===== config.mk =====
export PLATFORM = sky130hd
export DESIGN_NAME = seven_segment_number_formatter
export DESIGN_NICKNAME = d
export VERILOG_FILES = /design/src/rtl/ssnf_pkg.sv /design/src/rtl/ssnf_digit_sr.sv /design/src/rtl/seven_segment_number_formatter.sv
export SDC_FILE = /design/constraint.sdc
export NUM_CORES = 1
export LEC_CHECK = 0
export ABC_AREA = 1
export BUFFER_PORTS_ARGS = -buffer_cell sky130_fd_sc_hd__clkbuf_2
export CAP_MARGIN = 20
export CORE_MARGIN = 5
export CORE_UTILIZATION = 60
export DETAILED_ROUTE_END_ITERATION = 8
export PLACE_DENSITY = 0.85
export SETUP_SLACK_MARGIN = 0.3
export SKIP_LAST_GASP = 1
export SLEW_MARGIN = 20
export SYNTH_ARGS = -nofsm -noshare
export SYNTH_HDL_FRONTEND = slang
export SYNTH_HIERARCHICAL = 1
export SYNTH_SLANG_ARGS = --single-unit

===== constraint.sdc =====
create_clock -name clk_i -period 4.1 [get_ports clk_i]
set_input_delay 0.82 -clock clk_i [delete_from_list [all_inputs] [get_ports clk_i]]
set_output_delay 0.82 -clock clk_i [all_outputs]
set_load 0.05 [all_outputs]

===== src/rtl/ssnf_pkg.sv =====
// Shared types and constants for the seven-segment number formatter.
// Used by ssnf_digit_sr, seven_segment_number_formatter and the testbench; no dependencies.
package ssnf_pkg;

  localparam int unsigned DIGIT_COUNT_DEF = 8;
  localparam int unsigned BIN_W           = 32;
  localparam int unsigned BCD_DIGITS      = 10;
  localparam int unsigned BCD_W           = 4 * BCD_DIGITS;
  localparam int unsigned POS_W           = 4;

  localparam logic [4:0] GLYPH_BLANK = 5'd16;
  localparam logic [4:0] GLYPH_MINUS = 5'd17;
  localparam logic [4:0] GLYPH_BAD   = 5'd18;

  typedef struct packed {
    logic              kind;
    logic [3:0]        first_position;
    logic [3:0]        field_width;
    logic signed [31:0] number;
    logic [3:0]        fraction_digits;
  } cmd_t;

  typedef struct packed {
    logic [2:0] position;
    logic [4:0] glyph;
    logic       point;
    logic       merged_minus;
    logic       last;
  } res_t;

  typedef struct packed {
    logic load_dec;
    logic load_hex;
    logic pop;
  } dsr_ctrl_t;

  typedef struct packed {
    logic       conv_done;
    logic [3:0] digit;
    logic       upper_zero;
  } dsr_stat_t;

endpackage


===== src/rtl/ssnf_digit_sr.sv =====
// Digit shift register: serial binary-to-BCD conversion, one bit per cycle
// unless a load or pop wins; low-end nibble readout. Depends on ssnf_pkg.
module ssnf_digit_sr (
  input  logic                     clk_i,
  input  logic                     rst_ni,
  input  ssnf_pkg::dsr_ctrl_t      ctrl_i,
  input  logic [ssnf_pkg::BIN_W-1:0] value_i,
  output ssnf_pkg::dsr_stat_t      stat_o
);
  import ssnf_pkg::*;

  logic [BIN_W-1:0] bin_q, bin_d;
  logic [BCD_W-1:0] bcd_q, bcd_d;
  logic [BCD_W-1:0] adj;
  logic [5:0]       cnt_q, cnt_d;
  logic             run_q, run_d;
  logic             done_q, done_d;

  always_comb begin
    for (int i = 0; i < BCD_DIGITS; i++) begin
      adj[4*i +: 4] = (bcd_q[4*i +: 4] >= 4'd5) ? bcd_q[4*i +: 4] + 4'd3
                                                 : bcd_q[4*i +: 4];
    end
  end

  always_comb begin
    bin_d  = bin_q;
    bcd_d  = bcd_q;
    cnt_d  = cnt_q;
    run_d  = run_q;
    done_d = 1'b0;
    if (ctrl_i.load_dec) begin
      bin_d = value_i;
      bcd_d = '0;
      cnt_d = 6'(BIN_W);
      run_d = 1'b1;
    end else if (ctrl_i.load_hex) begin
      bcd_d = BCD_W'(value_i);
    end else if (ctrl_i.pop) begin
      bcd_d = bcd_q >> 4;
    end else if (run_q) begin
      bcd_d = {adj[BCD_W-2:0], bin_q[BIN_W-1]};
      bin_d = bin_q << 1;
      cnt_d = cnt_q - 6'd1;
      if (cnt_q == 6'd1) begin
        run_d  = 1'b0;
        done_d = 1'b1;
      end
    end
  end

  always_ff @(posedge clk_i or negedge rst_ni) begin
    if (!rst_ni) begin
      cnt_q  <= '0;
      run_q  <= 1'b0;
      done_q <= 1'b0;
    end else begin
      cnt_q  <= cnt_d;
      run_q  <= run_d;
      done_q <= done_d;
    end
  end

  always_ff @(posedge clk_i) begin
    bin_q <= bin_d;
    bcd_q <= bcd_d;
  end

  assign stat_o.conv_done  = done_q;
  assign stat_o.digit      = bcd_q[3:0];
  assign stat_o.upper_zero = (bcd_q[BCD_W-1:4] == '0);

endmodule


===== src/rtl/seven_segment_number_formatter.sv =====
// Top level of the seven-segment number formatter: command capture, write
// sequencer and result register. Depends on ssnf_pkg and ssnf_digit_sr.
//
//   channel   ports                         transfer
//   command   start, cmd_i, busy            start high while busy low
//   result    result_valid_o, result_o      result_valid_o high, one cycle
//
// Decimal: capture, conversion of the magnitude one bit at a time, handoff,
// then one write per cycle. Hex: capture, then the writes of the field; bad
// field: capture, then the writes. Results are registered.
// Reset clears the sequencer and the result strobe. Results cannot be held.
module seven_segment_number_formatter #(
  parameter int unsigned DigitCount = ssnf_pkg::DIGIT_COUNT_DEF
) (
  input  logic           clk_i,
  input  logic           rst_ni,
  input  logic           start,
  input  ssnf_pkg::cmd_t cmd_i,
  output logic           busy,
  output logic           result_valid_o,
  output ssnf_pkg::res_t result_o
);
  import ssnf_pkg::*;

  localparam logic [4:0]       DcW     = 5'(DigitCount);
  localparam logic [POS_W-1:0] LastPos = POS_W'(DigitCount - 1);

  typedef enum logic [5:0] {
    S_IDLE  = 6'b000001,
    S_CONV  = 6'b000010,
    S_DIGIT = 6'b000100,
    S_SIGN  = 6'b001000,
    S_BLANK = 6'b010000,
    S_BAD   = 6'b100000
  } state_e;

  state_e           state_q, state_d;
  logic [POS_W-1:0] cur_q, cur_d;
  logic [3:0]       idx_q, idx_d;
  logic [3:0]       first_q, frac_q;
  logic             kind_q, neg_q;
  logic             res_valid_q, res_valid_d;
  res_t             res_q, res_d;
  dsr_ctrl_t        dsr_ctrl;
  dsr_stat_t        dsr_stat;
  logic [BIN_W-1:0] raw, mag, sr_value;
  logic [4:0]       span;
  logic [POS_W-1:0] cur_dec;
  logic             accept;

  assign raw      = cmd_i.number;
  assign mag      = raw[BIN_W-1] ? (~raw) + BIN_W'(1) : raw;
  assign sr_value = cmd_i.kind ? raw : mag;
  assign span     = {1'b0, cmd_i.first_position} + {1'b0, cmd_i.field_width};
  assign cur_dec  = cur_q - POS_W'(1);
  assign accept   = start && (state_q == S_IDLE);
  assign busy     = (state_q != S_IDLE);

  ssnf_digit_sr u_digit_sr (
    .clk_i  (clk_i),
    .rst_ni (rst_ni),
    .ctrl_i (dsr_ctrl),
    .value_i(sr_value),
    .stat_o (dsr_stat)
  );

  always_comb begin
    state_d     = state_q;
    cur_d       = cur_q;
    idx_d       = idx_q;
    dsr_ctrl    = '0;
    res_valid_d = 1'b0;
    res_d       = '0;
    res_d.position = cur_q[2:0];
    unique case (state_q)
      S_IDLE: begin
        if (start && cmd_i.field_width != 4'd0) begin
          idx_d = '0;
          if (span > DcW) begin
            if ({1'b0, cmd_i.first_position} < DcW) begin
              cur_d   = cmd_i.first_position;
              state_d = S_BAD;
            end
          end else begin
            cur_d = POS_W'(span - 5'd1);
            if (cmd_i.kind) begin
              dsr_ctrl.load_hex = 1'b1;
              state_d           = S_DIGIT;
            end else begin
              dsr_ctrl.load_dec = 1'b1;
              state_d           = S_CONV;
            end
          end
        end
      end
      S_CONV: begin
        if (dsr_stat.conv_done) begin
          state_d = S_DIGIT;
        end
      end
      S_DIGIT: begin
        res_valid_d = 1'b1;
        res_d.glyph = {1'b0, dsr_stat.digit};
        if (!kind_q) begin
          res_d.point        = (frac_q != 4'd0) && (idx_q == frac_q);
          res_d.merged_minus = neg_q && (idx_q != 4'd0) && dsr_stat.upper_zero
                               && (dsr_stat.digit == 4'd1) && (cur_q == first_q);
        end
        if (cur_q == first_q) begin
          res_d.last = 1'b1;
          state_d    = S_IDLE;
        end else if (kind_q || !dsr_stat.upper_zero) begin
          dsr_ctrl.pop = 1'b1;
          cur_d        = cur_dec;
          idx_d        = idx_q + 4'd1;
        end else begin
          state_d = neg_q ? S_SIGN : S_BLANK;
        end
      end
      S_SIGN, S_BLANK: begin
        res_valid_d    = 1'b1;
        res_d.position = cur_dec[2:0];
        res_d.glyph    = (state_q == S_SIGN) ? GLYPH_MINUS : GLYPH_BLANK;
        cur_d          = cur_dec;
        if (cur_dec == first_q) begin
          res_d.last = 1'b1;
          state_d    = S_IDLE;
        end else begin
          state_d = S_BLANK;
        end
      end
      S_BAD: begin
        res_valid_d = 1'b1;
        res_d.glyph = GLYPH_BAD;
        cur_d       = cur_q + POS_W'(1);
        if (cur_q == LastPos) begin
          res_d.last = 1'b1;
          state_d    = S_IDLE;
        end
      end
      default: begin
        state_d = S_IDLE;
      end
    endcase
  end

  always_ff @(posedge clk_i or negedge rst_ni) begin
    if (!rst_ni) begin
      state_q     <= S_IDLE;
      res_valid_q <= 1'b0;
    end else begin
      state_q     <= state_d;
      res_valid_q <= res_valid_d;
    end
  end

  always_ff @(posedge clk_i) begin
    cur_q <= cur_d;
    idx_q <= idx_d;
    res_q <= res_d;
    if (accept) begin
      first_q <= cmd_i.first_position;
      frac_q  <= cmd_i.fraction_digits;
      kind_q  <= cmd_i.kind;
      neg_q   <= raw[BIN_W-1];
    end
  end

  assign result_valid_o = res_valid_q;
  assign result_o       = res_q;

endmodule


-- Word-level counts from Yosys, hierarchy flattened
Index checks and enable logic that the tools add are counted.
- shift-type cells: 0
- divide/modulo/power cells: 0
- reductions and logical operators: 28
- multiplexer cells: 70
- $add $sub $neg: 17
- eq/ne operators: 22
- bitwise logic cells: 2
- magnitude comparators: 12
- multiply operators: 0
- operators by type and width (operator ; number):
    2-to-1 mux 32 bit ; 7
    2-to-1 mux 36 bit ; 2
    2-to-1 mux 4 bit ; 17
    2-to-1 mux 6 bit ; 11
    greater-or-equal comparator 4 x 3 -> 1 bit (second input constant) ; 10
    adder 4 x 2 -> 4 bit (second input constant) ; 9
    zero test 36 bit ; 1
    adder 32 x 1 -> 32 bit (second input constant) ; 1
    inverter 32 bit ; 1
    case mux 6 bit (5 select lines) ; 1
    2-to-1 mux 1 bit ; 20
    case mux 4 bit (4 select lines) ; 1
    nonzero test 4 bit ; 4
    case mux 5 bit (3 select lines) ; 1
    == test 4 bit ; 3
    == test 6 x 1 -> 1 bit (second input constant) ; 2
    2-to-1 mux 5 bit ; 2
    AND reduction 5 bit ; 2
    2-to-1 mux 3 bit ; 3
    adder 4 x 1 -> 4 bit (second input constant) ; 2
    != test 2 x 1 -> 1 bit (second input constant) ; 4
    case mux 4 bit (2 select lines) ; 1
    subtractor 4 x 1 -> 4 bit (second input constant) ; 2
    logical AND 1 bit ; 7
    29 further kinds ; 37
- memory bits (writable): 0
- ROM bits: 0
- register bits after elaboration: 116
- bits in latches: 0
- output and inout bits: 13
- memories: 0
- logic and storage cells: 171
- bits of input ports: 48

-- Logic depth before layout (Yosys ltp)
- word-level depth: 9
- gate-level depth with buffers: 18
- mapped depth without buffers: 17

-- Modules after synthesis
Netlist, hierarchy kept.
- by module, submodules not included (module ; area each (um^2) ; sequential area each (um^2) ; cells an instance ; times used):
    ssnf_digit_sr ; 5081.1 ; 1961.9 ; 681 ; 1
    seven_segment_number_formatter ; 3009.1 ; 937.1 ; 428 ; 1

-- Least setup slack after synthesis
Ideal clock, no wire load.
- kind: input-to-reg
- start: input cmd_i[36] (netlist name)
- end: register u_digit_sr.cnt_q[4]
- data required time: 3981 ps
- data arrival time: 3645 ps
- slack: 336 ps
- library setup time: 119 ps
- path buffers: 0
- stages on the path: 14
- cell sequence: ha_1 inv_1 fa_1 ha_1 nand2_1 nand3_2 nand4_1 nor2_1 inv_4 nand2_2 o21ai_2 nand3_1 nor2_1 nor2_1
- RTL lines (item ; line ; text):
    start: declaration ; seven_segment_number_formatter.sv:18 ; input ssnf_pkg::cmd_t cmd_i,
    end signal: assignment ; ssnf_digit_sr.sv:58 ; cnt_q <= cnt_d;
    end: declaration ; ssnf_digit_sr.sv:15 ; logic [5:0] cnt_q, cnt_d;

==> impl_metrics.json <==
{
  "cts_hold_buf": 0,
  "antenna_cells": 0,
  "crit_type": "input pin to flip-flop",
  "first_global_vias": 7230,
  "arrival_ps": 3710,
  "start_util_pct": 61.1,
  "chipWidth_um": 126,
  "avgSynthCellArea_um2": 7.30,
  "cpLargestDelayFamily": "buffers and inverters",
  "gp_congestion": 0.907,
  "synthDistinctLibCells": 50,
  "cp-startpoint": "cmd_i[36]",
  "outcome": "finished clean",
  "start_kind": "input pin",
  "grt_pass1_wl_um": 33800,
  "crit_required_ps": 4450,
  "cts_buffers": 17,
  "skew_ps": 7.77,
  "period_needed_ps": 3360,
  "yosysSeqAreaShare_pct": 35.8,
  "synthesis.nets": 1199,
  "p_leak_nw": 4.49,
  "grt-ovfl-total": 0,
  "syn_inst": 1109,
  "dr.pass1.iters": 6,
  "ys_ff_latch": 116,
  "cts-root-buf": "clkbuf_16",
  "drive_above_1_share_pct": 14.7,
  "drt_iter0_markers": 679,
  "power_density_nw_per_um2": 827,
  "coreArea_um2": 13200,
  "h-tree-depth": 4,
  "drc": 0,
  "crit_path_cell_trace": "clkbuf_2, ha_1, inv_1, fa_1, ha_1, nand2_1, nand3_2, nand4_1, nor2_1, inv_4, buf_4, nand2_4, inv_1, nand2_1, a21oi_2",
  "r2r_slack_ps": 890,
  "vdd_drop_max_mv": 0.556,
  "syn_area_um2": 8090,
  "setup_ws_ps": 737,
  "cts_tree": "built",
  "worst-path-buf-inv": 5,
  "hp-class": "input pin to async pin",
  "rr_startpoint": "u_digit_sr/bcd_q[8]",
  "clk_pin_slew_ps": 60,
  "rows": 42,
  "cpMaxStageDelayCell": "fa_1",
  "grt_max_degree": 70,
  "cts-resized-gates": 0,
  "finalCoreUtilization_pct": 68.9,
  "via_per_inst": 5.57,
  "yosysWarnings": 6,
  "drtAntennaViolNets": 0,
  "clock_path_buffers": 2,
  "reg2reg_depth": 15,
  "io-pin-count": 61,
  "fmax_mhz": 297,
  "cts.sinks": 116,
  "vias": 7508,
  "cp_slowest_stage_delay_ps": 460,
  "die_area_um2": 15900,
  "grt_antenna_before_repair": 0,
  "final-setup-viol-count": 0,
  "die_y_um": 126,
  "maxCapViolCount": 0,
  "grt_usage_pct": 25.8,
  "portBuffers": 60,
  "areaGrowthSynthToFinish_pct": 12.8,
  "post-route-period-util_pct": 82.0,
  "finalMaxSlewViolations": 0,
  "wl_per_cell_um": 15.1,
  "cts_setup_buffers": 0,
  "slew_headroom_pct": 33.5,
  "regToRegEndpoint": "u_digit_sr/bcd_q[3]",
  "wl_um": 20300,
  "cp_max_fo": 34,
  "worst_pin_slew_ps": 994,
  "clock_latency_ps": 420,
  "fin_nets": 1249,
  "finalSetupTns_ps": 0,
  "finalPower_mw": 7.55,
  "cp-end-kind": "flip-flop",
  "pre_cts_ws_ps": 203,
  "layoutNonFillerInstCount": 1348,
  "hold_viol": 0,
  "rsz0062_at_grt": "no",
  "hpwl_um": 14100,
  "place_inst": 1315
}
==> area by class of cell <==
class                      count  area, µm²
clock buffer                  22        507
clock inverter                10        140
fill                        1056       4120
inverter                     166        633
multi-input combinational    791       4350
sequential                   116       2900
tap                          176        220
timing repair buffer          67        373
==> cell families after synthesis <==
logic type	synth area share [%]
buf+inv	10.5
fa+ha+maj	6.59
flops	35.8
compound gates	15.2
simple gates	27.3
xor+xnor	4.56
==> through the flow <==
step,area [µm²],hold slack (ps)
floorplan,8090,440
global placement,8450,467
detailed placement,8450,474
CTS,9100,312
global route,9130,324
finish,9130,318
==> routing by layer <==
metal	share of wire (%)	routed length (µm)	up-vias	global-route usage (%)
met5	0	0	-	0
met4	2.2	446	0	9.84
met3	7.1	1440	42	6.35
met2	50	10200	317	43.8
met1	41	8220	3446	31.5
li1	-	-	3703	-
==> cells in the mapped netlist (all sizes together) <==
cell type | n | area share [%]
nand2b | 1 | 0.077
a22oi | 4 | 0.37
nand3b | 3 | 0.28
clkinv | 2 | 0.15
dfxtp | 51 | 13
or2 | 3 | 0.23
o211ai | 9 | 0.84
buf | 26 | 2.2
nand3 | 68 | 4.3
a21oi | 71 | 4.9
nor3 | 3 | 0.19
inv | 164 | 7.7
a31oi | 3 | 0.23
nor4 | 7 | 0.54
nor2 | 115 | 6.6
o21a | 2 | 0.19
nand4 | 15 | 1.3
ha | 41 | 6.3
nand2 | 284 | 14
dfrtp | 14 | 4.3
fa | 1 | 0.25
and3 | 1 | 0.14
edfxtp | 50 | 19
a21o | 1 | 0.093
xnor2 | 12 | 1.5
xor2 | 28 | 3.0
clkbuf | 10 | 0.46
o31ai | 3 | 0.28
o21ai | 105 | 7.1
o22ai | 11 | 1.2
dfstp | 1 | 0.32
==> flip-flops by register name (all words and copies together) (netlist names) <==
signal and cells:
state_q 6, cur_q 4, idx_q 4, u_digit_sr/cnt_q 6
u_digit_sr/run_q 1, u_digit_sr/bcd_q 40, frac_q 4, first_q 4
neg_q 1, result_valid_o 1, result_o 11, kind_q 1
u_digit_sr/bin_q 32, u_digit_sr/done_q 1
==> how the worst max path moves through the flow <==
stage / endpoint / depth (start not counted)
after floorplan: u_digit_sr/cnt_q[4] / 14
after global placement: u_digit_sr/cnt_q[4] / 16
after detailed placement: u_digit_sr/cnt_q[4] / 16
after CTS: u_digit_sr/cnt_q[4] / 16
after global routing: u_digit_sr/bcd_q[31] / 15
final: u_digit_sr/bcd_q[3] / 15
==> cell usage in the layout (no fill, tap or decap), types with 14 or more instances in the layout <==
cell,n
a21oi_1,59
clkbuf_16,19
clkbuf_2,60
dfrtp_1,14
dfxtp_1,51
edfxtp_1,50
ha_1,41
inv_1,155
nand2_1,274
nand3_1,66
nand4_1,14
nor2_1,99
o21ai_0,81
xor2_1,28
==> power by group <==
group,internal (mW),switching (mW)
combinational,1.26,2.34
sequential,1.90,0.440
clock,1.06,0.542
total,4.23,3.32
No activity file was read; power rests on OpenSTA's default activity.
